===== src/design/smma_pkg.sv =====
package smma_pkg;

  localparam int IDX_W  = 3;
  localparam int DATA_W = 32;
  localparam int DIM_W  = 4;

  typedef enum logic [1:0] {
    KIND_WR_A = 2'd0,
    KIND_WR_B = 2'd1,
    KIND_MUL  = 2'd2,
    KIND_ADD  = 2'd3
  } kind_t;

  typedef enum logic [1:0] {
    ST_OK      = 2'd0,
    ST_ADD_ERR = 2'd1,
    ST_MUL_ERR = 2'd2
  } status_t;

  typedef enum logic [1:0] {
    REG_A_ROWS = 2'd0,
    REG_A_COLS = 2'd1,
    REG_B_ROWS = 2'd2,
    REG_B_COLS = 2'd3
  } reg_idx_t;

  typedef enum logic [2:0] {
    S_IDLE,
    S_FEED,
    S_WAIT,
    S_EMIT_RD,
    S_EMIT_WR,
    S_ERR
  } state_t;

  // one beat travelling along the cell chain
  typedef struct packed {
    logic              v;
    logic              clr;
    logic [IDX_W-1:0]  k;
    logic [DATA_W-1:0] a;
  } chain_t;

endpackage


===== src/design/smma_cell.sv =====
module smma_cell #(
  parameter int DEPTH = 8
) (
  input  logic                          clk,
  input  logic                          rst_n,
  input  smma_pkg::chain_t              chain_in,
  output smma_pkg::chain_t              chain_out,
  input  logic                          wr_en,
  input  logic [smma_pkg::IDX_W-1:0]    wr_addr,
  input  logic [smma_pkg::DATA_W-1:0]   wr_data,
  output logic [smma_pkg::DATA_W-1:0]   acc
);
  import smma_pkg::*;

  localparam int AW = (DEPTH > 1) ? $clog2(DEPTH) : 1;

  // one column of B
  logic [DATA_W-1:0] col_mem [DEPTH];

  chain_t            s1_r;
  logic [DATA_W-1:0] b_r;
  logic [DATA_W-1:0] p_r;
  logic              v2_r, clr2_r;
  logic [DATA_W-1:0] acc_r;

  always_ff @(posedge clk) begin
    if (wr_en) begin
      col_mem[wr_addr[AW-1:0]] <= wr_data;
    end
    b_r <= col_mem[chain_in.k[AW-1:0]];
  end

  always_ff @(posedge clk) begin
    if (!rst_n) begin
      s1_r   <= '0;
      v2_r   <= 1'b0;
      clr2_r <= 1'b0;
    end else begin
      s1_r   <= chain_in;
      v2_r   <= s1_r.v;
      clr2_r <= s1_r.clr;
    end
  end

  always_ff @(posedge clk) begin
    p_r <= DATA_W'(s1_r.a * b_r);
    if (v2_r) begin
      acc_r <= clr2_r ? p_r : acc_r + p_r;
    end
  end

  assign chain_out = s1_r;
  assign acc       = acc_r;

endmodule


===== config.mk =====
export PLATFORM = sky130hd
export DESIGN_NAME = smma_cell
export DESIGN_NICKNAME = d
export VERILOG_FILES = /design/src/design/smma_pkg.sv /design/src/design/smma_cell.sv
export SDC_FILE = /design/constraint.sdc
export NUM_CORES = 2
export LEC_CHECK = 0
export BUFFER_PORTS_ARGS = -buffer_cell sky130_fd_sc_hd__buf_2
export CORE_ASPECT_RATIO = 1.2
export CORE_UTILIZATION = 68
export CTS_CLUSTER_SIZE = 20
export DETAILED_ROUTE_END_ITERATION = 10
export PLACE_DENSITY_LB_ADDON = 0.2
export SYNTH_ARGS = -nofsm -noshare
export SYNTH_HDL_FRONTEND = slang
export SYNTH_SLANG_ARGS = --single-unit

===== constraint.sdc =====
create_clock -name clk -period 16.1 [get_ports clk]
set_input_delay 1.61 -clock clk [delete_from_list [all_inputs] [get_ports clk]]
set_output_delay 1.61 -clock clk [all_outputs]
set_load 0.01 [all_outputs]

After elaboration in Yosys (flattened, before gate mapping):

Memory sizes are Yosys's and may differ from the RTL's. A register that Yosys moved wholly into a read port is not among the register bits.
Cells that the tools add are included.

* bits in registers: 103
* bits in writable memories: 256
* bits of input ports: 75
* output and inout port bits: 69
* logic and storage cells: 14
* memories: 1

Memory list
* col_mem: words 8, width 32, rd ports 1, clocked after memory_dff 1, write ports 1, line smma_cell.sv:18 `logic [DATA_W-1:0] col_mem [DEPTH];`

* add/sub/neg operators: 1
* $mul: 1
* muxes and demuxes: 3

Operators with widths (count)
* $add A32 B32 Y32: 1
* $mul A32 B32 Y32: 1
* $mux W32: 1
* $mux W1: 2

Logic depth before layout (Yosys ltp):

* depth after elaboration: 2
* mapped depth: 26
* mapped depth without buffers: 24

Worst setup path before layout:

No wires, ideal clock.

* path kind: register to register
* start: register s1_r, in the netlist chain_out[12]
* end: register p_r[31]
* library setup time: 0.125 ns
* data arrival time: 6.539 ns
* required time: 15.975 ns
* path slack: 9.436 ns
* stages on the path, launching flop included: 24
* buffers on the path: 2
* period minus slack after synthesis: 6.664 ns
* cell sequence: dfxtp_1 clkbuf_1 clkbuf_1 nand2_1 fa_1 inv_1 fa_1 inv_1 fa_1 fa_1 inv_1 fa_1 inv_1 fa_1 fa_1 fa_1 inv_1 ha_1 and3_1 and3_1 a31o_2 a31oi_1 o311ai_1 xnor2_1

* cells in the longest elaborated chain, start to end: 1

Ends and longest elaborated chain
* from (decl): line smma_cell.sv:20 `chain_t s1_r;`
* from (signal assigned): line smma_cell.sv:39 `s1_r <= chain_in;`
* $mul A32 B32 Y32: line smma_cell.sv:46 `p_r <= DATA_W'(s1_r.a * b_r);`
* to (signal assigned): line smma_cell.sv:46
* to (decl): line smma_cell.sv:22 `logic [DATA_W-1:0] p_r;`

Every way passes these cells.
A chain may end at the register's enable or synchronous reset.

Final worst setup path:

* start: register s1_r, in the netlist chain_out[10]
* end: register p_r[31]

Same word-level chain as after synthesis.

==> flow_summary.toml <==
[status]
status = "finished, final reports clean"

[clock_tree]
postCtsHoldBufs = 0
clock_latency_ps = 560
cts_setup_buffers = 0
clock_path_buffers = 3
numCtsBuffers = 37
cts_root_buf = "clkbuf_16"
ctsResizeCount = 0
cts_tree = "done"
htree_levels = 2
clock-sinks = 391
clkSlewWorstSetupHoldPaths_ps = 60

[global_route]
grt_pass1_vias = 21300
track_usage = 0.331
grt_pass1_wl_mm = 114
grt-ovfl-total = 0
antenna_found_initial = 2
grt_max_degree = 66

[timing]
max_freq_mhz = 137
period_minus_slack_ps = 7300
setup_viol = 0
fin_tns_setup_ps = 0
worst_slew_pin_slew_ps = 1070
hold_viol_final = 0
max_slew_margin = 0.289
min_period_over_period = 0.454
grt_setup_unrepaired = "false"
fin_skew_ps = 21.5
finalMaxSlewViolations = 0

[routing]
vias_per_cell = 6.02
drt-total-wl_mm = 72.2
routedWlPerCell_um = 22.1
drt_pass1_iterations = 7
drtIter0Drc = 1258
final_antenna_net_count = 0
post-route-drc-count = 0
vias = 19700

[yosys]
synth_edf_count = 288
ys_seq_area_frac = 0.351
synthFlopType = "edfxtp_1"
synthTopCellsByArea = "edfxtp_1 28%, fa_1 27%, dfxtp_1 6.8%"
synth_most_common_cell = "fa_1"
synth.distinct_cells = 63
synthTopCellsByCount = "409 x fa_1, 404 x inv_1, 313 x and2_1"
ys_seq_elements = 391
synth_nets = 3229
ys_warn_count = 0
ys_async_sr_fraction = 0
avgSynthCellArea_sq_um = 11.8
syn_area_sq_um = 30500
yosys.area.top_type = "edfxtp_1"
yosys.area.top_type_share = 0.284
synth_cells = 2591

[critical_path]
r2r_setup_slack_ps = 8800
worstSetupPathType = "flip-flop to flip-flop"
critical_path_required_ps = 16520
cp-end-kind = "flip-flop"
rr_endpoint = "p_r[31]$_DFF_P_"
cp-start-kind = "flip-flop"
reg2reg_from = "chain_out[10]$_SDFF_PN0_"
cp_max_fo = 23
crit_arrival_ps = 7730
ff2ff_path_depth = 21

[floorplanning]
die_height_um = 234
io_pins = 144
die_area_sq_um = 45700
fp-row-count = 84
die_w_um = 195
core_area_sq_um = 44000
initial_core_util = 0.692

[placed_design]
port_buffers = 143
hpwl_mm = 50.9
gp_congestion = 0.910

[finish]
finalNetCount = 3319
drive_above_1_share = 0.130
post-route-util = 0.748
areaGrowthSynthToFinish_pct = 8.05

[min_path]
worstHoldPathType = "flip-flop to flip-flop"
holdPathStages = 1
hp-start = "chain_out[36]$_SDFF_PN0_"
holdPathEnd = "v2_r$_SDFF_PN0_"

[flow_run]
max_cap_viol_count = 0
-- logic make-up after synthesis --
logic type	Yosys count	share of synthesized area
buf+inv	524	0.0649
mux	100	0.0605
xor+xnor	108	0.0310
flops	391	0.351
simple gates	711	0.118
fa+ha+maj	563	0.332
compound gates	194	0.0422
-- metal layers --
layer  part of all wire  GRT usage
met5                  0          0
met4              0.046      0.153
met3              0.071     0.0495
met2               0.51      0.584
met1               0.37      0.404
-- cell usage in the layout, fill, tap and decap left out, types with 9 or more instances in the layout --
master	netlist	layout
a21oi_1	45	45
fa_1	409	409
and2_1	313	313
dfxtp_1	103	102
clkbuf_1	109	9
inv_1	404	404
o21ai_1	22	22
xor2_1	34	34
o21ai_0	27	27
nor2_1	27	21
ha_1	154	154
mux2_2	35	35
buf_4	0	29
edfxtp_1	288	288
buf_2	9	142
nand2b_1	10	10
clkbuf_16	0	37
a21o_1	27	27
mux4_2	64	64
nand2_1	308	308
xnor2_1	74	74
-- worst max-delay path by stage --
stage	to	slack, ps	depth (start not counted)	startpoint
global placement	p_r[31]$_DFF_P_	8970	21	chain_out[10]$_SDFF_PN0_
detailed placement	p_r[31]$_DFF_P_	8820	21	chain_out[10]$_SDFF_PN0_
floorplan	p_r[31]$_DFF_P_	9440	23	chain_out[12]$_SDFF_PN0_
finish	p_r[31]$_DFF_P_	8800	21	chain_out[10]$_SDFF_PN0_
CTS	p_r[31]$_DFF_P_	8840	21	chain_out[10]$_SDFF_PN0_
global route	p_r[31]$_DFF_P_	8530	22	chain_out[10]$_SDFF_PN0_
-- stage by stage --
stage	hold slack [ps]	cell area [sq um]	instances	setup WS (ps)
floorplan	504	30500	2591	9440
global placement	433	31700	3201	8970
detailed placement	447	31700	3201	8820
CTS	463	32900	3268	8840
global route	478	32900	3268	8530
finish	455	32900	3270	8800
-- flip-flops by register name (all words and copies together) (netlist names) --
name	count
v2_r	1
p_r	32
acc	32
clr2_r	1
b_r	32
chain_out	37
col_mem	256
-- worst max-delay path, stage by stage, from the launching register on --
cell and delay, ps:
dfxtp_1 1030, and2_1 260, fa_1 440, fa_1 430, fa_1 540, inv_1 50, fa_1 470, inv_1 50
fa_1 510, inv_1 60, fa_1 530, inv_1 50, fa_1 490, fa_1 420, ha_1 370, and3_1 220
and3_1 210, and3_1 180, a31o_2 260, a31oi_1 290, o311ai_1 170, xnor2_1 150
-- area by class of cell --
type / count / area (sq um)
Clock buffer: 47 / 973
Inverter: 404 / 1520
Tap cell: 559 / 699
Timing Repair Buffer: 171 / 928
Fill cell: 2798 / 11100
Clock inverter: 20 / 254
Multi-Input combinational cell: 1676 / 17900
Sequential cell: 391 / 10700
Antenna cell: 2 / 5.00
Power is left out: the tool's default activity adds up to more than one toggle a clock period on the data nets, which glitch-free logic cannot reach.
